### src/hw/rtl/svpwm_sqrt_cell.sv
// One digit step of a non-restoring-free integer square root, two radicand
// bits per cell, registered. No package dependency.
`default_nettype none

module svpwm_sqrt_cell #(
  parameter int VW = 16
) (
  input  logic            clk,
  input  logic            en,
  input  logic [2*VW-1:0] v_in,
  input  logic [VW-1:0]   root_in,
  input  logic [VW+2:0]   rem_in,
  output logic [2*VW-1:0] v_out,
  output logic [VW-1:0]   root_out,
  output logic [VW+2:0]   rem_out
);

  localparam int RW = VW + 3;

  logic [RW-1:0] rem_sh;
  logic [RW-1:0] trial;
  logic          fit;

  always_comb begin
    rem_sh = {rem_in[RW-3:0], v_in[2*VW-1 -: 2]};
    trial  = RW'({root_in, 2'b01});
    fit    = rem_sh >= trial;
  end

  always_ff @(posedge clk) begin
    if (en) begin
      v_out    <= {v_in[2*VW-3:0], 2'b00};
      rem_out  <= fit ? rem_sh - trial : rem_sh;
      root_out <= {root_in[VW-2:0], fit};
    end
  end

endmodule

`default_nettype wire

### config.mk
export PLATFORM = sky130hd
export DESIGN_NAME = svpwm_sqrt_cell
export DESIGN_NICKNAME = d
export VERILOG_FILES = /design/src/hw/rtl/svpwm_sqrt_cell.sv
export SDC_FILE = /design/constraint.sdc
export NUM_CORES = 1
export LEC_CHECK = 0
export BUFFER_PORTS_ARGS = -buffer_cell sky130_fd_sc_hd__buf_2
export CAP_MARGIN = 25
export CORE_ASPECT_RATIO = 1.75
export CORE_MARGIN = 10
export CORE_UTILIZATION = 47
export DETAILED_ROUTE_END_ITERATION = 10
export GPL_TIMING_DRIVEN = 0
export PLACE_DENSITY = 0.79
export SLEW_MARGIN = 25
export SYNTH_ARGS = -nofsm -noshare
export SYNTH_HDL_FRONTEND = slang
export SYNTH_SLANG_ARGS = --single-unit
### constraint.sdc
create_clock -name clk -period 3.2 [get_ports clk]
set_clock_uncertainty 0.2 [all_clocks]
set_input_delay 0.64 -clock clk [delete_from_list [all_inputs] [get_ports clk]]
set_output_delay 0.64 -clock clk [all_outputs]
set_load 0.05 [all_outputs]
==> reports/qor.tcl <==
set qor(status) {completed}
set qor(dp.final_hpwl_um) 6090
set qor(met1_length_um) 2650
set qor(critical-path-top-delay-family) {compound AO/OA/AOI/OAI gates}
set qor(finish.net_count) 466
set qor(leakagePower_nw) 1.88
set qor(die_width_um) 81.5
set qor(clk_transition_reported_paths_ns) 0.05
set qor(clockRootBuffer) {sky130_fd_sc_hd__clkbuf_16}
set qor(cts_made_buffers) 9
set qor(wl_per_cell_um) 17.0
set qor(worst_hold_path.endpoint) {v_out[31]}
set qor(design.core.area_um2) 6490
set qor(min_path_cells) 1
set qor(power.density_nw_per_um2) 621
set qor(die_area_um2) 10400
set qor(antenna_cells) 0
set qor(grt_max_degree) 66
set qor(totalNegativeSetupSlack_ns) 0
set qor(synth_edf_count) 65
set qor(crit_required_ns) 3.07
set qor(worstHoldPathType) {in2reg}
set qor(synthesis.area_um2) 3110
set qor(cp_cell_sequence) {buf_2, inv_1, ha_1, a21o_1, a211o_1, a31oi_2, o21ai_1, a31oi_4, buf_6, a211oi_1, a21o_1}
set qor(crit_path_max_incr_delay_ns) 0.36
set qor(synth_warnings) 0
set qor(initial_utilization_pct) 47.9
set qor(routed_via_density) 5.14
set qor(finalHoldViolations) 0
set qor(final.period_utilization_pct) 88.8
set qor(fin_crit_ns) 2.84
set qor(maxSlewHeadroom_pct) 46.8
set qor(global_route_wire_length_before_repair_um) 11900
set qor(met3_length_um) 622
set qor(maxcap_viol_count) 0
set qor(post_cts_hold_buffer_count) 0
set qor(synthesis.instances) 236
set qor(postCtsResizedCells) 0
set qor(port_buffers) 131
set qor(cts_tree) {done}
set qor(gp_congestion) 0.898
set qor(peakVddDrop_uv) 309
set qor(crit_path_frequent_cell) {sky130_fd_sc_hd__a21o_1}
set qor(ys_dominant_reg_cell) {sky130_fd_sc_hd__edfxtp_1}
set qor(fmax_mhz) 352
set qor(routed_wirelength_um) 7850
set qor(drt_drc_violations_left) 0
set qor(instances_no_fill) 462
set qor(grt_antenna_before_repair) 0
set qor(post_synth_arst_share_pct) 0
set qor(timing.final.max_slew_violations) 0
set qor(dpl.cell_count) 450
set qor(timing.critical_path.arrival_ns) 2.71
set qor(cts.path.max_buffers) 2
set qor(grt.total_usage_pct) 14.9
set qor(clkSinkCount) 65
set qor(met2_wire_length_um) 4400
set qor(number_of_global_route_vias_before_repair) 2452
set qor(worst_setup_path_end_kind) {flop}
set qor(layout_common_cells) {130 x sky130_fd_sc_hd__buf_2, 65 x sky130_fd_sc_hd__edfxtp_1, 22 x sky130_fd_sc_hd__inv_1, 21 x sky130_fd_sc_hd__o21ai_0, 18 x sky130_fd_sc_hd__ha_1}
set qor(postCtsSetupRepairBufs) 0
set qor(timing.critical_path.buf_inv) 3
set qor(tightest_slew_ns) 0.798
set qor(ant_nets) 0
set qor(grt_setup_unrepaired) {no}
set qor(worst-path-max-fanout) 10
set qor(grt_overflow_total) 0
set qor(row_count) 39
set qor(dr.pass1.iters) 5
set qor(fp.dieH_um) 128
set qor(maxUsedRoutingLayer) {met4}
set qor(layout-drive-gt1-share_pct) 40.3
set qor(postSynthAreaPerCell_um2) 13.2
set qor(num_vias) 2374
set qor(layout.cells.most_common) {sky130_fd_sc_hd__buf_2}
set qor(fin_worst_hold_slack_ns) 0.297
set qor(ys_ff_latch) 65
set qor(ios) 136
set qor(worstSetupPathType) {in2reg}
set qor(worst_setup_path_start_kind) {input port}
set qor(syn2layout_area_growth_pct) 32.2
set qor(synth_seq_area_share_pct) 62.8
set qor(h_tree_level_count) 3
set qor(setup_violations) 0
set qor(ys_types) 45
set qor(drt_first_iter_violations) 106
set qor(crit_slowest_cell) {sky130_fd_sc_hd__ha_1}
set qor(min-delay-start) {v_in[29]}
-- where the power goes --
group          total, mW  internal, mW  leakage, nW  switching [mW]
clock              0.803         0.497        0.118           0.305
sequential          1.06          1.04        0.636          0.0184
combinational      0.688         0.186         1.13           0.502
-- worst max path at each step --
stage          slack, ns  cells after the start           to        start
4_1_cts             0.36                     11   rem_out[4]  root_in[14]
6_report            0.36                     11   rem_out[4]  root_in[14]
3_5_place_dp        0.03                     11   rem_out[4]  root_in[14]
3_3_place_gp        0.05                     11   rem_out[4]  root_in[14]
5_1_grt             0.26                     11   rem_out[4]   root_in[6]
2_1_floorplan       0.34                      8  rem_out[10]  root_in[14]
-- registers in the layout, summed over array words and instances, names as in the netlist --
name and flops:
v_out 30, root_out 16, rem_out 19
-- cell type report --
type	instances	area (um2)
Buffer	6	45.0
Clock buffer	9	225
Clock inverter	3	12.5
Fill cell	518	2380
Inverter	22	82.6
Multi-Input combinational cell	144	1030
Sequential cell	65	1950
Tap cell	82	103
Timing Repair Buffer	131	658
-- layer usage --
layer | up-vias | GRT usage [%]
met1 | 1116 | 14.6
met2 | 90 | 27.1
met5 | - | 0
met3 | 14 | 4.49
met4 | 0 | 6.86
li1 | 1154 | -
-- Yosys cell counts (2+ instances only) --
cell,number,share of area (%)
sky130_fd_sc_hd__a211o_1,2,0.56
sky130_fd_sc_hd__a21o_1,9,2.2
sky130_fd_sc_hd__a21oi_1,7,1.1
sky130_fd_sc_hd__buf_4,4,0.97
sky130_fd_sc_hd__edfxtp_1,65,63
sky130_fd_sc_hd__ha_1,18,7.2
sky130_fd_sc_hd__inv_1,22,2.7
sky130_fd_sc_hd__nand2_1,17,2.1
sky130_fd_sc_hd__nand2b_1,2,0.40
sky130_fd_sc_hd__nand3_1,5,0.81
sky130_fd_sc_hd__nor2_1,10,1.2
sky130_fd_sc_hd__nor3_1,3,0.48
sky130_fd_sc_hd__o211ai_1,4,0.97
sky130_fd_sc_hd__o21a_1,3,0.72
sky130_fd_sc_hd__o21ai_0,21,3.4
sky130_fd_sc_hd__o22ai_1,2,0.40
sky130_fd_sc_hd__or3_1,2,0.40
sky130_fd_sc_hd__xnor2_1,5,1.4
sky130_fd_sc_hd__xor2_1,9,2.5
-- through the flow --
stage                     setup WS, ns  utilization, %  power (mW)  area [um2]
after detailed placement        0.0267            59.7        1.77        3870
final                            0.360            63.3        2.55        4110
after global routing             0.259            63.3        2.67        4110
after floorplan                  0.340               -        1.58        3110
after global placement          0.0479            59.6        1.75        3870
after CTS                        0.356            63.3        2.58        4110
-- cells by family after synthesis --
family                   count (synthesis)  share of synthesized area [%]
adder cells (fa/ha/maj)                 18                           7.25
multiplexers                             2                          0.684
other                                    1                          0.121
AO/OA/AOI/OAI                           62                           13.6
buffers and inverters                   28                           4.11
flip-flops                              65                           62.8
AND/OR/NAND/NOR                         46                           7.45
XOR/XNOR                                14                           3.95
Note: power is estimated with default switching activity, not from simulation.
