### src/hw/rtl/svpwm_pkg.sv
// Shared constants, types and tables for the space vector PWM duty generator.
// Used by the CORDIC and divider cells, by the top level and by the testbench.
// Depends on nothing.
`default_nettype none

package svpwm_pkg;

  typedef logic [31:0] turn_t;

  // Angle and mode flags that travel with an item through the arctangent chain.
  typedef struct packed {
    turn_t theta;
    logic  d_zero;
    logic  q_neg;
  } at_side_t;

  localparam int ANGLE_BITS_DEF = 16;
  localparam int VOLT_BITS_DEF  = 16;
  localparam int CORDIC_STEPS   = 24;
  localparam int MOD_W          = 16;
  localparam int DIV_STEPS      = MOD_W;
  localparam int ROT_W          = 34;
  localparam int PADDR_W        = 3;

  localparam int              SUPPLY_RESET = 3072;
  localparam logic [15:0]     PERIOD_RESET = 16'd5000;
  localparam logic [MOD_W-1:0] MOD_CLAMP   = 16'd37814;

  localparam logic REG_SUPPLY = 1'b0;
  localparam logic REG_PERIOD = 1'b1;

  localparam logic signed [ROT_W-1:0] CORDIC_GAIN_Q30 = 34'sd652032874;
  localparam logic signed [63:0] HALF_SQRT3_Q30 = 64'sd929887697;
  localparam logic signed [63:0] SQRT3_Q30      = 64'sd1859775393;
  localparam logic signed [63:0] ONE_Q30        = 64'sd1073741824;

  localparam turn_t QUARTER_TURN       = 32'h4000_0000;
  localparam turn_t HALF_TURN          = 32'h8000_0000;
  localparam turn_t THREE_QUARTER_TURN = 32'hC000_0000;

  localparam logic [2:0] SECT_0 = 3'd0;
  localparam logic [2:0] SECT_1 = 3'd1;
  localparam logic [2:0] SECT_2 = 3'd2;
  localparam logic [2:0] SECT_3 = 3'd3;
  localparam logic [2:0] SECT_4 = 3'd4;
  localparam logic [2:0] SECT_5 = 3'd5;

  // Arctangent of 2^-step as a fraction of a turn, 2^32 counts per turn.
  function automatic turn_t atan_turn(input int step);
    case (step)
      0:  return 32'd536870912;
      1:  return 32'd316933406;
      2:  return 32'd167458907;
      3:  return 32'd85004757;
      4:  return 32'd42667331;
      5:  return 32'd21354465;
      6:  return 32'd10679838;
      7:  return 32'd5340245;
      8:  return 32'd2670163;
      9:  return 32'd1335087;
      10: return 32'd667544;
      11: return 32'd333772;
      12: return 32'd166886;
      13: return 32'd83443;
      14: return 32'd41722;
      15: return 32'd20861;
      16: return 32'd10430;
      17: return 32'd5215;
      18: return 32'd2608;
      19: return 32'd1304;
      20: return 32'd652;
      21: return 32'd326;
      22: return 32'd163;
      23: return 32'd81;
      default: return '0;
    endcase
  endfunction

  // Start of each sector in turn counts, rounded up, so that the angle within
  // the sector is the floor of the sixfold remainder divided by six.
  function automatic turn_t sector_base(input logic [2:0] k);
    case (k)
      SECT_0:  return 32'd0;
      SECT_1:  return 32'd715827883;
      SECT_2:  return 32'd1431655766;
      SECT_3:  return 32'd2147483648;
      SECT_4:  return 32'd2863311531;
      SECT_5:  return 32'd3579139414;
      default: return 32'd0;
    endcase
  endfunction

endpackage

`default_nettype wire

### src/hw/rtl/svpwm_cordic_cell.sv
// One CORDIC micro-rotation stage, vectoring or rotation mode, registered.
// Depends on svpwm_pkg for the arctangent table.
`default_nettype none

module svpwm_cordic_cell #(
  parameter int W         = 34,
  parameter int ZW        = 34,
  parameter int STEP      = 0,
  parameter bit VECTORING = 1'b0,
  parameter int SIDE_W    = 1
) (
  input  logic                clk,
  input  logic                en,
  input  logic signed [W-1:0] x_in,
  input  logic signed [W-1:0] y_in,
  input  logic [ZW-1:0]       z_in,
  input  logic [SIDE_W-1:0]   side_in,
  output logic signed [W-1:0] x_out,
  output logic signed [W-1:0] y_out,
  output logic [ZW-1:0]       z_out,
  output logic [SIDE_W-1:0]   side_out
);
  import svpwm_pkg::*;

  localparam logic [ZW-1:0] ANGLE = ZW'(atan_turn(STEP));

  logic signed [W-1:0] xs;
  logic signed [W-1:0] ys;
  logic                plus;

  // Both modes share one update form; only the direction test differs.
  always_comb begin
    xs   = x_in >>> STEP;
    ys   = y_in >>> STEP;
    plus = VECTORING ? ~y_in[W-1] : z_in[ZW-1];
  end

  always_ff @(posedge clk) begin
    if (en) begin
      if (plus) begin
        x_out <= x_in + ys;
        y_out <= y_in - xs;
        z_out <= z_in + ANGLE;
      end else begin
        x_out <= x_in - ys;
        y_out <= y_in + xs;
        z_out <= z_in - ANGLE;
      end
      side_out <= side_in;
    end
  end

endmodule

`default_nettype wire

### config.mk
export PLATFORM = sky130hd
export DESIGN_NAME = svpwm_cordic_cell
export DESIGN_NICKNAME = d
export VERILOG_FILES = /design/src/hw/rtl/svpwm_pkg.sv /design/src/hw/rtl/svpwm_cordic_cell.sv
export SDC_FILE = /design/constraint.sdc
export NUM_CORES = 1
export LEC_CHECK = 0
export ABC_AREA = 0
export ABC_CLOCK_PERIOD_IN_PS = 3500
export BUFFER_PORTS_ARGS = -buffer_cell sky130_fd_sc_hd__buf_2
export CAP_MARGIN = 20
export CORE_UTILIZATION = 55
export CTS_CLUSTER_SIZE = 14
export DETAILED_ROUTE_END_ITERATION = 12
export GPL_TIMING_DRIVEN = 0
export PLACE_DENSITY = 0.81
export SYNTH_ARGS = -nofsm -noshare
export SYNTH_HDL_FRONTEND = slang
export SYNTH_SLANG_ARGS = --single-unit
### constraint.sdc
create_clock -name clk -period 3.5 [get_ports clk]
set_clock_uncertainty 0.15 [all_clocks]
set_input_delay 0.7 -clock clk [delete_from_list [all_inputs] [get_ports clk]]
set_output_delay 0.7 -clock clk [all_outputs]
set_load 0.05 [all_outputs]
==> flow_metrics.tcl <==
set metrics [dict create \
    status "finished clean" \
    antenna_found_initial 0 \
    worst_setup_path_end_kind "register" \
    timing.final.crit_share 0.985 \
    cp.required_ns 3.45 \
    post-place-cells 1407 \
    rows 46 \
    rsz0062_at_grt "true" \
    die_w_um 130 \
    track_usage 0.343 \
    die_area_um2 16900 \
    worstSetupPathType "input port to register" \
    tightest_slew_ns 1.11 \
    slew_violations 0 \
    cp_max_fo 4 \
    grt_pass1_wl_mm 43.4 \
    leakagePower_nw 4.81 \
    hold_viol 0 \
    clkTransAtPathRegs_ns 0.07 \
    htreeDepth 3 \
    cts_tree "built" \
    holdBufCountCts 0 \
    drc_errors 0 \
    syn_to_final_growth_pct 19.5 \
    synth_edf_count 102 \
    worstSetupStartpointType "input port" \
    dieHeight_um 130 \
    final_nets 1418 \
    async_flop_share 0 \
    setup_tns_ns 0 \
    synth-seq-cells 102 \
    vias_per_cell 5.95 \
    detailed_place_hpwl_mm 22.7 \
    ant_nets 0 \
    max_freq_mhz 290 \
    powerDensity_nw_per_um2 442 \
    routed_wl_mm 29.0 \
    cts_buffers 9 \
    diodes 0 \
    grt_max_degree 66 \
    cts_sinks 102 \
    fin_crit_ns 3.45 \
    syn_area_per_cell_um2 9.18 \
    port_buffers 207 \
    start_util 0.566 \
    syn_area_um2 9030 \
    routedWlPerCell_um 20.3 \
    grt_pass1_vias 8132 \
    peakVddDrop_mv 0.265 \
    post_layout_nonfiller_instances 1428 \
    layout_common_cells "buf_2 (226), a21oi_1 (116), ha_1 (102), edfxtp_1 (102), inv_1 (98)" \
    drv_cap 0 \
    overflow 0 \
    ys_types 82 \
    io_pins 208 \
    routabilityCongestion 0.966 \
    syn-instance-count 983 \
    yosys_warnings 0 \
    core_region_area_um2 15900 \
    drt_pass1_iterations 6 \
    final_common_cell "buf_2" \
    max-slew-margin-rel 0.257 \
    drive_above_1_share 0.254 \
    fillers 1329 \
    cts_buffer_depth 2 \
    hp-class "input port to register" \
    finalSetupViolCount 0 \
    synth-seq-area-share 0.339 \
    synth_ff_type "edfxtp_1" \
    synth_nets 1194 \
    drt_iter0_drc 814 \
    arrival_ns 3.40 \
    dr_total_vias 8502 \
    cts-root-buf "clkbuf_16" \
]
flip-flops by register name, summed over array words and instances (netlist names):
name      cells
x_out        34
z_out        34
y_out        33
side_out      1
Yosys cell counts (all sizes together), types with 4 or more instances:
cell type,count,area [um2]
o21a,4,30.0
nor2b,12,80.1
buf,33,194
nand2,40,150
a211oi,10,80.1
nor4,8,71.3
nand3,12,60.1
xnor2,62,543
nand2b,11,68.8
fa,4,80.1
nor3,17,90.1
o41ai,4,57.6
a31oi,15,128
o31ai,12,109
clkbuf,11,41.3
edfxtp,102,3060
o21ai,64,320
xor2,5,43.8
a21o,16,120
or2,4,25.0
ha,102,1280
inv,103,387
a211o,4,35.0
o21bai,17,131
o211ai,6,50.1
nor2,89,337
a21boi,4,30.0
o22ai,5,43.8
nand4,19,125
a21oi,121,609
and2,5,31.3
mux2i,18,180
final timing paths:
| check | slack, ns | to | cells past startpoint | start |
|---|---|---|---|---|
| hold / removal | 0.37 | z_out[17] | 1 | z_in[17] |
| setup / recovery | 0.05 | x_out[28] | 13 | x_in[0] |
final cells by class:
class                      count  area, um2  area share
inverter                     106        398      0.0369
sequential                   102       3060       0.284
tap                          216        270      0.0251
clock inverter                 6       53.8     0.00499
clock buffer                  10        229      0.0212
multi-input combinational    731       5420       0.503
timing repair buffer         213       1120       0.103
buffer                        44        235      0.0218
metrics by stage:
| stage | area [um2] | hold slack (ns) | util | total power, mW | setup WS, ns |
|---|---|---|---|---|---|
| floorplan | 9030 | 0.649 | - | 3.14 | 0.332 |
| global placement | 10300 | 0.726 | 0.648 | 3.69 | -0.350 |
| detailed placement | 10400 | 0.728 | 0.650 | 3.71 | -0.372 |
| CTS | 10700 | 0.362 | 0.668 | 4.72 | 0.00160 |
| global route | 10800 | 0.358 | 0.677 | 4.96 | -0.0713 |
| finish | 10800 | 0.366 | 0.677 | 4.76 | 0.0520 |
routing by layer:
| layer | global-route usage | vias up | share of wire |
|---|---|---|---|
| li1 | - | 3963 | - |
| met1 | 0.421 | 3964 | 0.40 |
| met2 | 0.571 | 470 | 0.47 |
| met3 | 0.0656 | 105 | 0.089 |
| met4 | 0.178 | 0 | 0.046 |
| met5 | 0 | - | 0 |
timing repair:
| action | CTS | global route |
|---|---|---|
| buffers inserted | 0 | 5 |
| endpoints found under the setup margin | 1 | 21 |
| pin swaps | 0 | 6 |
| endpoints found under the hold margin | 0 | 0 |
| gates resized for setup | 1 | 21 |
cell families after synthesis:
kind of cell / after synthesis / synth area share
DFF: 102 / 0.339
and+or+nand+nor: 225 / 0.122
muxes: 19 / 0.0212
AOI/OAI and AO/OA: 314 / 0.232
xor gates and xnor gates: 67 / 0.0650
adders and majority gates: 106 / 0.150
buffers and inverters: 150 / 0.0701
report_power, final:
| part | internal, mW | total [mW] | switching [mW] |
|---|---|---|---|
| logic | 0.618 | 2.14 | 1.52 |
| clock network | 0.495 | 1.01 | 0.512 |
| registers | 1.57 | 1.62 | 0.0443 |
critical path, stage by stage:
cell and delay [ns]:
buf_2 0.12, ha_1 0.23, fa_1 0.43, nor2b_2 0.19, o211ai_2 0.24, a2111oi_4 0.10
buf_4 0.18, o2bb2ai_2 0.27, nor3_2 0.10, a31oi_2 0.41, nand2b_1 0.16, o31ai_1 0.10
xnor2_1 0.16
Power figures use the tool's default switching activity.
