<file path="config.mk">
export PLATFORM = sky130hd
export DESIGN_NAME = svpwm_div_cell
export DESIGN_NICKNAME = d
export VERILOG_FILES = /design/src/hw/rtl/svpwm_pkg.sv /design/src/hw/rtl/svpwm_div_cell.sv
export SDC_FILE = /design/constraint.sdc
export NUM_CORES = 1
export LEC_CHECK = 0
export ABC_AREA = 1
export BUFFER_PORTS_ARGS = -buffer_cell sky130_fd_sc_hd__buf_2
export CORE_ASPECT_RATIO = 0.7
export CORE_MARGIN = 3
export CORE_UTILIZATION = 50
export DETAILED_ROUTE_END_ITERATION = 16
export GPL_TIMING_DRIVEN = 0
export PLACE_DENSITY = 0.88
export SLEW_MARGIN = 20
export SYNTH_ARGS = -nofsm -noshare
export SYNTH_HDL_FRONTEND = slang
export SYNTH_SLANG_ARGS = --single-unit
export TNS_END_PERCENT = 100
</file>
<file path="constraint.sdc">
create_clock -name clk -period 2.5 [get_ports clk]
set_input_delay 0.5 -clock clk [delete_from_list [all_inputs] [get_ports clk]]
set_output_delay 0.5 -clock clk [all_outputs]
set_load 0.005 [all_outputs]
</file>
<file path="src/hw/rtl/svpwm_pkg.sv">
// Shared constants, types and tables for the space vector PWM duty generator.
// Used by the CORDIC and divider cells, by the top level and by the testbench.
// Depends on nothing.
`default_nettype none

package svpwm_pkg;

  typedef logic [31:0] turn_t;

  // Angle and mode flags that travel with an item through the arctangent chain.
  typedef struct packed {
    turn_t theta;
    logic  d_zero;
    logic  q_neg;
  } at_side_t;

  localparam int ANGLE_BITS_DEF = 16;
  localparam int VOLT_BITS_DEF  = 16;
  localparam int CORDIC_STEPS   = 24;
  localparam int MOD_W          = 16;
  localparam int DIV_STEPS      = MOD_W;
  localparam int ROT_W          = 34;
  localparam int PADDR_W        = 3;

  localparam int              SUPPLY_RESET = 3072;
  localparam logic [15:0]     PERIOD_RESET = 16'd5000;
  localparam logic [MOD_W-1:0] MOD_CLAMP   = 16'd37814;

  localparam logic REG_SUPPLY = 1'b0;
  localparam logic REG_PERIOD = 1'b1;

  localparam logic signed [ROT_W-1:0] CORDIC_GAIN_Q30 = 34'sd652032874;
  localparam logic signed [63:0] HALF_SQRT3_Q30 = 64'sd929887697;
  localparam logic signed [63:0] SQRT3_Q30      = 64'sd1859775393;
  localparam logic signed [63:0] ONE_Q30        = 64'sd1073741824;

  localparam turn_t QUARTER_TURN       = 32'h4000_0000;
  localparam turn_t HALF_TURN          = 32'h8000_0000;
  localparam turn_t THREE_QUARTER_TURN = 32'hC000_0000;

  localparam logic [2:0] SECT_0 = 3'd0;
  localparam logic [2:0] SECT_1 = 3'd1;
  localparam logic [2:0] SECT_2 = 3'd2;
  localparam logic [2:0] SECT_3 = 3'd3;
  localparam logic [2:0] SECT_4 = 3'd4;
  localparam logic [2:0] SECT_5 = 3'd5;

  // Arctangent of 2^-step as a fraction of a turn, 2^32 counts per turn.
  function automatic turn_t atan_turn(input int step);
    case (step)
      0:  return 32'd536870912;
      1:  return 32'd316933406;
      2:  return 32'd167458907;
      3:  return 32'd85004757;
      4:  return 32'd42667331;
      5:  return 32'd21354465;
      6:  return 32'd10679838;
      7:  return 32'd5340245;
      8:  return 32'd2670163;
      9:  return 32'd1335087;
      10: return 32'd667544;
      11: return 32'd333772;
      12: return 32'd166886;
      13: return 32'd83443;
      14: return 32'd41722;
      15: return 32'd20861;
      16: return 32'd10430;
      17: return 32'd5215;
      18: return 32'd2608;
      19: return 32'd1304;
      20: return 32'd652;
      21: return 32'd326;
      22: return 32'd163;
      23: return 32'd81;
      default: return '0;
    endcase
  endfunction

  // Start of each sector in turn counts, rounded up, so that the angle within
  // the sector is the floor of the sixfold remainder divided by six.
  function automatic turn_t sector_base(input logic [2:0] k);
    case (k)
      SECT_0:  return 32'd0;
      SECT_1:  return 32'd715827883;
      SECT_2:  return 32'd1431655766;
      SECT_3:  return 32'd2147483648;
      SECT_4:  return 32'd2863311531;
      SECT_5:  return 32'd3579139414;
      default: return 32'd0;
    endcase
  endfunction

endpackage

`default_nettype wire

</file>
<file path="src/hw/rtl/svpwm_div_cell.sv">
// One quotient bit of a restoring divider, registered, carrying an
// overflow flag. Depends on svpwm_pkg for the quotient width.
`default_nettype none

module svpwm_div_cell #(
  parameter int DW = 16
) (
  input  logic                        clk,
  input  logic                        en,
  input  logic [DW-1:0]               dvsr,
  input  logic [DW:0]                 rem_in,
  input  logic [svpwm_pkg::MOD_W-1:0] quo_in,
  input  logic                        ovf_in,
  output logic [DW:0]                 rem_out,
  output logic [svpwm_pkg::MOD_W-1:0] quo_out,
  output logic                        ovf_out
);
  import svpwm_pkg::*;

  logic [DW:0] rem_sh;
  logic        fit;

  always_comb begin
    rem_sh = {rem_in[DW-1:0], 1'b0};
    fit    = rem_sh >= {1'b0, dvsr};
  end

  always_ff @(posedge clk) begin
    if (en) begin
      rem_out <= fit ? rem_sh - {1'b0, dvsr} : rem_sh;
      quo_out <= {quo_in[MOD_W-2:0], fit};
      ovf_out <= ovf_in;
    end
  end

endmodule

`default_nettype wire

</file>
==> results.sh, run 1 <==
export IMPL_setup_viol=0
export IMPL_yosysWarnings=0
export IMPL_slew_violations=0
export IMPL_antenna_found_initial=0
export IMPL_grt_first_pass_wirelength_um=10020
export IMPL_internal_power_mw=1.295
export IMPL_worst_hold_class="in2reg"
export IMPL_path_clk_slew_ns=0.07
export IMPL_run_status="complete, no violations"
export IMPL_syn_to_final_growth_pct=25.58
export IMPL_vias_in_the_first_global_route=2188
export IMPL_die_area_um2=5748
export IMPL_htree_levels=2
export IMPL_critical_path_most_common_cell="sky130_fd_sc_hd__nand2_1"
export IMPL_drc_errors=0
export IMPL_synthesis_area_per_instance_um2=7.693
export IMPL_globalRouteOverflowTotal=0
export IMPL_dpl_hpwl_um=5088
export IMPL_postLayoutCellArea_um2=3053
export IMPL_finalCritPeriodShare=0.8406
export IMPL_netlist_instances=316
export IMPL_placeableCoreArea_um2=4504
export IMPL_worst_ir_drop_vdd_uv=336.8
export IMPL_critPathRequiredTime_ns=2.55
export IMPL_rsz0062_at_grt="no"
export IMPL_ys_seq_elements=34
export IMPL_gp_routability_congestion=0.8881
export IMPL_power_combinational_fraction=0.256
export IMPL_power_per_cell_area_nw_per_um2=593.7
export IMPL_netSwitchingPower_mw=0.5176
export IMPL_critical_path_max_fanout=10
export IMPL_seq_power_share=0.399
export IMPL_cts_stage_hold_buffer_count=0
export IMPL_cts_sink_count=34
export IMPL_dieHeight_um=64.34
export IMPL_leakage_power_nw=1.700
export IMPL_pin_count=86
export IMPL_total_power_mw=1.812
export IMPL_cts_resized_gates=0
export IMPL_switching_share=0.2856
export IMPL_finalHoldViolCount=0
export IMPL_synth_sequential_area_ratio=0.4200
export IMPL_row_count=20
export IMPL_synth_area_um2=2431
export IMPL_maxClockFrequency_ghz=0.4759
export IMPL_drt_wl_total_um=6450
export IMPL_critical_path_endpoint_type="flop"
export IMPL_cts_buffers=5
export IMPL_final_layout_size_suffix_gt1_frac=0.2629
export IMPL_detail_route_vias_per_cell=5.071
export IMPL_dieWidth_um=89.34
export IMPL_starting_density_of_the_core=0.5397
export IMPL_library_cell_used_as_clock_root_buffer="sky130_fd_sc_hd__clkbuf_8"
export IMPL_timing_critical_path_slowest_stage_cell="sky130_fd_sc_hd__ha_1"
export IMPL_grt_max_degree=35
export IMPL_pre_cts_ws_ns=0.1371
export IMPL_ant_nets=0
export IMPL_drt_first_pass_iters=5
export IMPL_clockBufferDepth=2
export IMPL_grtUsageTotal=0.2310
export IMPL_detailedRoute_firstIterationViolations=198
export IMPL_cts_setup_buffers=0
export IMPL_via_count=2343
export IMPL_setup_slack_ns=0.3986
export IMPL_slowest_delay_ns=0.35
export IMPL_placedInstanceArea_um2=2915
export IMPL_synth_distinct_cells=29
export IMPL_worstMarginPinSlew_ns=0.7763
export IMPL_critical_path_startpoint_type="primary input"
export IMPL_average_wire_length_per_cell_after_detail_routing_um=13.96
export IMPL_layout_nets=475
export IMPL_syn_num_nets=385
export IMPL_antenna_cells=0
export IMPL_crit_path_cell_trace="buf_2, inv_1, ha_1, nand2_1, inv_1, nand2_1, nand2_1, inv_2, nand3_2, nand2_4, nand2_4, buf_8, nand2_1, nand2_1"
export IMPL_fin_tns_setup_ns=0
export IMPL_power_clock_fraction=0.345
export IMPL_fillCellCount=380
export IMPL_cp_data_arrival_time_ns=2.15
export IMPL_timing_final_crit_period_ns=2.101
export IMPL_tritoncts="done"
export IMPL_top_library_cells_by_usage_in_the_layout_fill_and_taps_aside="sky130_fd_sc_hd__nand2_1 (114), sky130_fd_sc_hd__buf_2 (84), sky130_fd_sc_hd__inv_1 (62)"
export IMPL_most_frequent_standard_cell_in_the_layout_excluding_fill_and_tap_cells="sky130_fd_sc_hd__nand2_1"
export IMPL_timing_max_slew_rel_slack=0.4825
export IMPL_max_cap_violations=0
export IMPL_io_buffer_count=83
export IMPL_critPathKind="in2reg"
## routing by layer
metal | wire, um | vias up | track usage
met5 | 0 | - | 0
met2 | 2943 | 124 | 0.3686
met4 | 34 | 0 | 0.04461
met1 | 2779 | 1039 | 0.3053
met3 | 692 | 4 | 0.07732
li1 | - | 1176 | -
## cell type report
cell class,instances,area (um^2),share of cell area
multi-input cells,216,1146,0.3754
flip-flops and latches,34,1021,0.3344
repair buffers,83,415.4,0.1361
inverters,63,236.5,0.07746
clock buffers,5,68.82,0.02254
clock inverters,3,68.82,0.02254
well taps,55,68.82,0.02254
plain buffers,3,27.53,0.009016
## final timing paths
path,from,to,depth (start not counted)
worst max-delay path,dvsr[8],rem_out[8]$_DFFE_PP_,14
worst min-delay path,ovf_in,ovf_out$_DFFE_PP_,1
## cells in the mapped netlist
cell | instances | area share
sky130_fd_sc_hd__nand2_1 | 114 | 0.18
sky130_fd_sc_hd__inv_1 | 62 | 0.096
sky130_fd_sc_hd__edfxtp_1 | 34 | 0.42
sky130_fd_sc_hd__nand3_1 | 28 | 0.058
sky130_fd_sc_hd__ha_1 | 16 | 0.082
sky130_fd_sc_hd__nor2_1 | 14 | 0.022
sky130_fd_sc_hd__a21oi_1 | 9 | 0.019
sky130_fd_sc_hd__xor2_1 | 6 | 0.022
sky130_fd_sc_hd__nand3b_1 | 4 | 0.012
sky130_fd_sc_hd__nand4_1 | 3 | 0.0077
sky130_fd_sc_hd__o21ai_0 | 3 | 0.0062
sky130_fd_sc_hd__a21oi_2 | 2 | 0.0072
sky130_fd_sc_hd__and2_1 | 2 | 0.0051
sky130_fd_sc_hd__nand2_4 | 2 | 0.0093
sky130_fd_sc_hd__nand3_2 | 2 | 0.0082
sky130_fd_sc_hd__nor2_2 | 2 | 0.0051
sky130_fd_sc_hd__and3_1 | 1 | 0.0026
sky130_fd_sc_hd__buf_2 | 1 | 0.0021
sky130_fd_sc_hd__buf_4 | 1 | 0.0031
sky130_fd_sc_hd__buf_8 | 1 | 0.0062
sky130_fd_sc_hd__fa_1 | 1 | 0.0082
sky130_fd_sc_hd__inv_2 | 1 | 0.0015
sky130_fd_sc_hd__nand2_2 | 1 | 0.0026
sky130_fd_sc_hd__nor2_4 | 1 | 0.0046
sky130_fd_sc_hd__nor3_1 | 1 | 0.0021
sky130_fd_sc_hd__o21ai_2 | 1 | 0.0036
sky130_fd_sc_hd__or2_0 | 1 | 0.0026
sky130_fd_sc_hd__or2_2 | 1 | 0.0026
sky130_fd_sc_hd__xnor2_1 | 1 | 0.0036
## power groups by stage
stage | combinational (mW) | sequential, mW | clock (mW)
finish | 0.465 | 0.723 | 0.625
global route | 0.526 | 0.729 | 0.662
CTS | 0.462 | 0.723 | 0.623
detailed placement | 0.457 | 0.736 | 0
global placement | 0.442 | 0.731 | 0
floorplan | 0.264 | 0.746 | 0
## logic make-up (layout without fill, tap and decap cells)
group	count (synthesis)	after routing	share of synthesized area
fa+ha+maj	17	17	0.09058
buf+inv	66	157	0.1086
xor+xnor	7	7	0.02522
simple gates	177	177	0.3201
flops	34	34	0.4200
compound gates	15	15	0.03551
## stage by stage
| step | hold slack, ns | cells | utilization |
|---|---|---|---|
| 2_1_floorplan | 0.5989 | 316 | - |
| 3_3_place_gp | 0.6760 | 454 | 0.6472 |
| 3_5_place_dp | 0.6793 | 454 | 0.6472 |
| 4_1_cts | 0.3830 | 462 | 0.6778 |
| 5_1_grt | 0.3665 | 462 | 0.6778 |
| 6_report | 0.3824 | 462 | 0.6778 |
## flip-flops by register name, indices dropped and copies added, names as in the netlist
name and cells:
quo_out 16, rem_out 17, ovf_out 1
## worst max-delay path, delay by kind of cell
kind,cells,cell delay (ns)
AND/OR/NAND/NOR,8,0.85
adder cells (fa/ha/maj),1,0.35
buffers and inverters,5,0.43
Note: power is estimated with default switching activity, not from simulation.
==> run 2, diff against run 1 <==
--- a/config.mk
+++ b/config.mk
@@ -5,14 +5,14 @@
 export SDC_FILE = /design/constraint.sdc
 export NUM_CORES = 1
 export LEC_CHECK = 0
-export ABC_AREA = 1
+export ABC_AREA = 0
 export BUFFER_PORTS_ARGS = -buffer_cell sky130_fd_sc_hd__buf_2
 export CORE_ASPECT_RATIO = 0.7
 export CORE_MARGIN = 3
-export CORE_UTILIZATION = 50
+export CORE_UTILIZATION = 44
 export DETAILED_ROUTE_END_ITERATION = 16
 export GPL_TIMING_DRIVEN = 0
-export PLACE_DENSITY = 0.88
+export PLACE_DENSITY = 0.84
 export SLEW_MARGIN = 20
 export SYNTH_ARGS = -nofsm -noshare
 export SYNTH_HDL_FRONTEND = slang
==> constraint.sdc (replaced) <==
create_clock -name clk -period 1.8 [get_ports clk]
set_input_delay 0.36 -clock clk [delete_from_list [all_inputs] [get_ports clk]]
set_output_delay 0.36 -clock clk [all_outputs]
set_load 0.005 [all_outputs]
==> run 2 against run 1 <==
  * First-iteration DRC count grew 12%
  * Total power grew 43%
  * Largest cell class unchanged
  * Core utilization rose by 7.9 points
  * Synthesized cell count fell by 36%
  * The flow now finishes with violations (negative setup slack)
==> results.sh, run 2 <==
export IMPL_run_status="complete, but fails checks"
export IMPL_violations="negative setup slack"
export IMPL_average_wire_length_per_cell_after_detail_routing_um=19.26
export IMPL_layout_nets=379
export IMPL_worst_hold_path_num_cells=1
export IMPL_cts_sink_count=34
export IMPL_vias_in_the_first_global_route=1958
export IMPL_drt_wl_total_um=7241
export IMPL_path_clk_slew_ns=0.07
export IMPL_detailedRoute_firstIterationViolations=221
export IMPL_starting_density_of_the_core=0.4773
export IMPL_timing_max_slew_rel_slack=0.4960
export IMPL_max_flop_register="rem_out"
export IMPL_power_combinational_fraction=0.397
export IMPL_power_clock_fraction=0.211
export IMPL_netSwitchingPower_mw=0.8214
export IMPL_clockBufferDepth=2
export IMPL_cp_data_arrival_time_ns=2.14
export IMPL_regArea_um2=1021
export IMPL_top_count_cell_post_synth="sky130_fd_sc_hd__edfxtp_1"
export IMPL_seq_power_share=0.392
export IMPL_cts_buffers=5
export IMPL_ys_async_sr_fraction=0
export IMPL_htree_levels=2
export IMPL_leakage_power_nw=1.503
export IMPL_dieWidth_um=89.79
export IMPL_synthesis_area_per_instance_um2=10.65
export IMPL_synth_top_cell_area_share=0.4722
export IMPL_maxClockFrequency_ghz=0.4746
export IMPL_multiInputGateArea_um2=1391
export IMPL_drc_errors=0
export IMPL_synth_flop_cell="sky130_fd_sc_hd__edfxtp_1"
export IMPL_io_buffer_count=83
export IMPL_yosys_top_cells_count="sky130_fd_sc_hd__edfxtp_1 (34), sky130_fd_sc_hd__inv_1 (20), sky130_fd_sc_hd__nand2_1 (19)"
export IMPL_hold_path_startpoint="quo_in[5]"
export IMPL_synth_area_um2=2162
export IMPL_largest_register_ffs=17
export IMPL_power_per_cell_area_nw_per_um2=757.5
export IMPL_globalRouteOverflowTotal=0
export IMPL_internal_power_mw=1.776
export IMPL_critical_path_endpoint_type="flop"
export IMPL_pin_count=86
export IMPL_antenna_found_initial=0
export IMPL_ant_nets=0
export IMPL_dieHeight_um=64.65
export IMPL_worstMarginPinSlew_ns=0.7560
export IMPL_grt_max_degree=35
export IMPL_critPathKind="in2reg"
export IMPL_synth_distinct_cells=42
export IMPL_fillCellCount=254
export IMPL_library_cell_used_as_clock_root_buffer="sky130_fd_sc_hd__clkbuf_8"
export IMPL_antenna_cells=0
export IMPL_syn_to_final_growth_pct=58.62
export IMPL_edff_count_synth=34
export IMPL_row_count=20
export IMPL_placeableCoreArea_um2=4529
export IMPL_finalCritPeriodShare=1.170
export IMPL_synth_top_cells_by_area="sky130_fd_sc_hd__edfxtp_1 (47%), sky130_fd_sc_hd__ha_1 (9.3%), sky130_fd_sc_hd__a21oi_1 (3.5%)"
export IMPL_critical_path_startpoint_type="primary input"
export IMPL_detail_route_vias_per_cell=5.691
export IMPL_worst_hold_class="in2reg"
export IMPL_min_to="quo_out[6]$_DFFE_PP_"
export IMPL_dpl_hpwl_um=4047
export IMPL_tritoncts="done"
export IMPL_finalHoldViolCount=0
export IMPL_timing_final_crit_period_ns=2.107
export IMPL_die_area_um2=5805
export IMPL_critical_path_max_fanout=5
export IMPL_grtUsageTotal=0.2223
export IMPL_most_frequent_standard_cell_in_the_layout_excluding_fill_and_tap_cells="sky130_fd_sc_hd__buf_2"
export IMPL_fin_tns_setup_ns=-4.066
export IMPL_drt_first_pass_iters=5
export IMPL_worst_ir_drop_vdd_uv=339.2
export IMPL_gp_routability_congestion=0.8677
export IMPL_setup_slack_ns=-0.3069
export IMPL_critPathRequiredTime_ns=1.83
export IMPL_syn_num_nets=272
export IMPL_synth_sequential_area_ratio=0.4722
export IMPL_rsz0062_at_grt="yes"
export IMPL_slew_violations=0
export IMPL_ys_seq_elements=34
export IMPL_setup_viol=18
export IMPL_reg_largest_list="rem_out (17), quo_out (16), ovf_out (1)"
export IMPL_yosysWarnings=0
export IMPL_via_count=2140
export IMPL_max_cap_violations=0
export IMPL_grt_first_pass_wirelength_um=10140
export IMPL_netlist_instances=203
export IMPL_final_layout_size_suffix_gt1_frac=0.6161
export IMPL_core_util_final=0.7572
export IMPL_switching_share=0.3162
export IMPL_top_library_cells_by_usage_in_the_layout_fill_and_taps_aside="sky130_fd_sc_hd__buf_2 (70), sky130_fd_sc_hd__edfxtp_1 (34), sky130_fd_sc_hd__buf_4 (20)"
export IMPL_library_cell_occupying_the_most_area_in_the_post_synthesis_netlist="sky130_fd_sc_hd__edfxtp_1"
## run 2: cell count changes after synthesis, sizes merged, moves of 3 or more
cell    previous run  this run
nor2b              0         3
buf                3         7
inv               63        21
a21o               0        10
xnor2              1         8
a21oi             11        16
clkbuf             0         3
nand3b             4         0
o21ai              4        16
nor2              17         7
nand2            117        19
mux2               0         5
nand3             30         4
a31oi              0         4
## run 2: kinds of logic (layout without fill, tap and decap cells)
family | Yosys count | count (layout) | share of synthesized area
multiplexers | 5 | 5 | 0.03299
AND/OR/NAND/NOR | 45 | 45 | 0.1013
adder cells (fa/ha/maj) | 17 | 17 | 0.1019
XOR/XNOR | 13 | 13 | 0.05266
flip-flops | 34 | 34 | 0.4722
buffers and inverters | 31 | 138 | 0.06713
AO/OA/AOI/OAI | 58 | 58 | 0.1719
## run 2: layout make-up
class,instances,share of cell area
Tap cell,66,0.02408
Inverter,21,0.02882
Clock inverter,2,0.002919
Multi-Input combinational cell,138,0.4057
Timing Repair Buffer,108,0.2120
Sequential cell,34,0.2977
Buffer,2,0.008756
Clock buffer,5,0.02007
## run 2: routing by layer
layer  track usage  vias up  share of wire
met5             0        -              0
met4       0.09178        0          0.045
met3       0.05568       41           0.12
met2        0.3511      200           0.46
met1        0.2946      950           0.38
li1              -      949              -
## run 2: critical path, stage by stage
cell	delay, ns
sky130_fd_sc_hd__buf_6	0.09
sky130_fd_sc_hd__inv_2	0.05
sky130_fd_sc_hd__ha_4	0.23
sky130_fd_sc_hd__a21oi_1	0.28
sky130_fd_sc_hd__o21a_1	0.26
sky130_fd_sc_hd__a21boi_1	0.24
sky130_fd_sc_hd__o21ai_0	0.16
sky130_fd_sc_hd__xor2_1	0.18
sky130_fd_sc_hd__mux2_4	0.28
## run 2: how the worst max path moves through the flow
| stage | endpoint | slack (ns) | startpoint |
|---|---|---|---|
| finish | rem_out[11]$_DFFE_PP_ | -0.31 | dvsr[8] |
| detailed placement | rem_out[8]$_DFFE_PP_ | -0.71 | dvsr[1] |
| global route | rem_out[11]$_DFFE_PP_ | -0.33 | dvsr[10] |
| floorplan | rem_out[10]$_DFFE_PP_ | -0.35 | rem_in[13] |
| CTS | rem_out[8]$_DFFE_PP_ | -0.20 | dvsr[0] |
| global placement | rem_out[11]$_DFFE_PP_ | -0.64 | rem_in[11] |
## run 2: per-stage QoR
step,cell area (um^2),worst slack [ns],cells,power [mW],hold slack [ns]
2_1_floorplan,2352,-0.3523,203,1.483,0.4589
3_3_place_gp,2850,-0.6377,352,1.723,0.5371
3_5_place_dp,2850,-0.7077,352,1.744,0.5384
4_1_cts,3211,-0.2013,374,2.398,0.2465
5_1_grt,3430,-0.3319,376,2.689,0.2396
6_report,3430,-0.3069,376,2.598,0.2468
## run 2: power groups by stage
| stage | sequential, mW | combinational [mW] | clock, mW |
|---|---|---|---|
| detailed placement | 1.03 | 0.712 | 0 |
| global placement | 1.03 | 0.692 | 0 |
| global route | 1.03 | 1.08 | 0.581 |
| floorplan | 1.05 | 0.434 | 0 |
| CTS | 1.02 | 0.856 | 0.527 |
| finish | 1.02 | 1.03 | 0.548 |
## run 2: timing repair
action | in CTS | in global routing
hold buffers | 0 | 0
pin swaps | 32 | 21
resized for setup | 48 | 51
endpoints found under the hold margin | 0 | 0
endpoints found under the setup margin | 18 | 18
setup buffers | 18 | 7
gates cloned | 1 | 0
==> run 3, diff against run 2 <==
--- a/config.mk
+++ b/config.mk
@@ -7,13 +7,12 @@
 export LEC_CHECK = 0
 export ABC_AREA = 0
 export BUFFER_PORTS_ARGS = -buffer_cell sky130_fd_sc_hd__buf_2
-export CORE_ASPECT_RATIO = 0.7
+export CORE_ASPECT_RATIO = 1.5
 export CORE_MARGIN = 3
 export CORE_UTILIZATION = 44
 export DETAILED_ROUTE_END_ITERATION = 16
 export GPL_TIMING_DRIVEN = 0
 export PLACE_DENSITY = 0.84
-export SLEW_MARGIN = 20
 export SYNTH_ARGS = -nofsm -noshare
 export SYNTH_HDL_FRONTEND = slang
 export SYNTH_SLANG_ARGS = --single-unit
==> run 3 against run 2 <==
  * The run still ends with negative setup slack left
  * Critical path depth is 1 higher
  * Sequential share of layout area fell by 0.70 points
  * Sequential power about the same
  * Highest routed layer unchanged
  * Fmax rose by 2.9%
  * Flip-flop and latch count stayed put
  * Non-clock buffer count increased by 6
  * Die area barely moved
  * Worst setup slack improved by 0.059 ns
  * Largest cell class unchanged
  * Cell count grew 1.3%
==> results.sh, run 3 (synthesis results as in run 2) <==
export IMPL_run_status="complete, but fails checks"
export IMPL_violations="negative setup slack"
export IMPL_maxClockFrequency_ghz=0.4883
export IMPL_timing_max_slew_rel_slack=0.5210
export IMPL_crit_path_cell_trace="buf_6, inv_4, ha_4, nor2b_4, o2111ai_2, nand3_4, a21boi_1, o21ai_0, xor2_1, mux2_4"
export IMPL_fin_tns_setup_ns=-2.657
export IMPL_max_flop_register="rem_out"
export IMPL_htree_levels=2
export IMPL_path_clk_slew_ns=0.07
export IMPL_io_buffer_count=83
export IMPL_netSwitchingPower_mw=0.7826
export IMPL_detail_route_vias_per_cell=5.478
export IMPL_worst_hold_class="in2reg"
export IMPL_final_layout_size_suffix_gt1_frac=0.6088
export IMPL_power_per_cell_area_nw_per_um2=736.2
export IMPL_grt_first_pass_wirelength_um=9328
export IMPL_worstMarginPinSlew_ns=0.7186
export IMPL_syn_to_final_growth_pct=62.44
export IMPL_seq_power_share=0.393
export IMPL_placeableCoreArea_um2=4617
export IMPL_detailedRoute_firstIterationViolations=154
export IMPL_starting_density_of_the_core=0.4683
export IMPL_critPathTopFamily="compound AO/OA/AOI/OAI gates"
export IMPL_finalCritPeriodShare=1.138
export IMPL_dpl_hpwl_um=3971
export IMPL_library_cell_used_as_clock_root_buffer="sky130_fd_sc_hd__clkbuf_8"
export IMPL_worst_hold_path_num_cells=1
export IMPL_finalNonFillerCells=381
export IMPL_timing_hold_ws_ns=0.2470
export IMPL_switching_share=0.3027
export IMPL_cts_sink_count=34
export IMPL_timing_final_crit_period_ns=2.048
export IMPL_cp_buffers_inverters=2
export IMPL_grt_max_degree=35
export IMPL_largest_register_ffs=17
export IMPL_via_count=2087
export IMPL_power_clock_fraction=0.210
export IMPL_antenna_cells=0
export IMPL_cp_data_arrival_time_ns=2.09
export IMPL_globalRouteOverflowTotal=0
export IMPL_grtUsageTotal=0.2016
export IMPL_layout_nets=385
export IMPL_slowest_delay_ns=0.29
export IMPL_leakage_power_nw=1.536
export IMPL_cts_buffers=5
export IMPL_worst_ir_drop_vdd_uv=354.4
export IMPL_numPlacedInstances=350
export IMPL_dieHeight_um=91.86
export IMPL_tritoncts="done"
export IMPL_clockBufferDepth=2
export IMPL_critical_path_startpoint_type="primary input"
export IMPL_min_to="quo_out[12]$_DFFE_PP_"
export IMPL_fillCellCount=291
export IMPL_dieWidth_um=63.24
export IMPL_gp_routability_congestion=0.8520
export IMPL_timing_critical_path_slowest_stage_cell="sky130_fd_sc_hd__a21boi_1"
export IMPL_hold_path_startpoint="quo_in[11]"
export IMPL_power_combinational_fraction=0.398
export IMPL_internal_power_mw=1.803
export IMPL_most_frequent_standard_cell_in_the_layout_excluding_fill_and_tap_cells="sky130_fd_sc_hd__buf_2"
export IMPL_critical_path_max_fanout=3
export IMPL_setup_slack_ns=-0.2479
export IMPL_rsz0062_at_grt="yes"
export IMPL_vias_in_the_first_global_route=2025
export IMPL_average_wire_length_per_cell_after_detail_routing_um=17.00
export IMPL_cts_stage_hold_buffer_count=0
export IMPL_ant_nets=0
export IMPL_antenna_found_initial=0
export IMPL_critPathRequiredTime_ns=1.84
export IMPL_slew_violations=0
export IMPL_critical_path_endpoint_type="flop"
export IMPL_pin_count=86
export IMPL_critPathKind="in2reg"
export IMPL_row_count=30
export IMPL_setup_viol=16
export IMPL_drt_first_pass_iters=4
export IMPL_max_cap_violations=0
export IMPL_drc_errors=0
export IMPL_reg_largest_list="rem_out (17), quo_out (16), ovf_out (1)"
export IMPL_drt_wl_total_um=6476
export IMPL_total_power_mw=2.586
export IMPL_finalHoldViolCount=0
export IMPL_top_library_cells_by_usage_in_the_layout_fill_and_taps_aside="sky130_fd_sc_hd__buf_2 (68), sky130_fd_sc_hd__edfxtp_1 (34), sky130_fd_sc_hd__buf_4 (22)"
export IMPL_die_area_um2=5808
run 3: cell count changes in the layout (fill, tap and decap cells not counted), moves of 2 or more:
cell                      change
sky130_fd_sc_hd__a21oi_4      +2
sky130_fd_sc_hd__buf_2        -2
sky130_fd_sc_hd__ha_4         +2
sky130_fd_sc_hd__nand2_4      -2
sky130_fd_sc_hd__buf_8        +4
sky130_fd_sc_hd__ha_1         -2
sky130_fd_sc_hd__nand2_1      +2
sky130_fd_sc_hd__nand3_2      -2
sky130_fd_sc_hd__a21oi_1      -2
sky130_fd_sc_hd__o21ai_2      -2
sky130_fd_sc_hd__buf_4        +2
sky130_fd_sc_hd__buf_6        +2
run 3: how the worst max path moves through the flow:
stage	from	to	slack, ns	cells after the start
6_report	dvsr[1]	rem_out[11]$_DFFE_PP_	-0.25	10
5_1_grt	rem_in[4]	rem_out[8]$_DFFE_PP_	-0.29	10
4_1_cts	dvsr[5]	rem_out[14]$_DFFE_PP_	-0.21	10
3_5_place_dp	rem_in[0]	rem_out[14]$_DFFE_PP_	-0.72	9
3_3_place_gp	dvsr[0]	rem_out[14]$_DFFE_PP_	-0.67	8
2_1_floorplan	rem_in[13]	rem_out[10]$_DFFE_PP_	-0.35	9
run 3: cell type report:
cell class / count / area (um^2) / area share
plain buffers: 2 / 30.03 / 0.008550
clock buffers: 5 / 68.82 / 0.01959
clock inverters: 3 / 16.27 / 0.004631
inverters: 21 / 96.34 / 0.02743
multi-input cells: 138 / 1385 / 0.3944
flip-flops and latches: 34 / 1021 / 0.2907
well taps: 64 / 80.08 / 0.02280
repair buffers: 114 / 814.5 / 0.2319
run 3: timing repair:
| item | CTS | global route |
|---|---|---|
| endpoints found under the setup margin | 18 | 18 |
| gates resized for setup | 60 | 48 |
| setup buffers | 23 | 7 |
| gates cloned | 1 | 0 |
| pin swaps | 29 | 17 |
run 3: per-stage QoR:
| stage | util | setup slack [ns] | instance area (um^2) |
|---|---|---|---|
| global route | 0.7607 | -0.2913 | 3512 |
| finish | 0.7607 | -0.2479 | 3512 |
| detailed placement | 0.6168 | -0.7207 | 2848 |
| floorplan | - | -0.3523 | 2352 |
| CTS | 0.7146 | -0.2112 | 3299 |
| global placement | 0.6168 | -0.6725 | 2848 |
run 3: power by group through the flow:
stage               clock network (mW)  logic [mW]  registers, mW
floorplan                            0       0.434           1.05
global placement                     0       0.683           1.03
detailed placement                   0       0.710           1.03
CTS                              0.539       0.894           1.02
global route                     0.583        1.09           1.02
finish                           0.543        1.03           1.01
run 3: layer usage:
layer,wire [um],GRT usage
met5,0,0
met2,3391,0.3692
met1,2378,0.2175
met4,278,0.1027
met3,427,0.03676
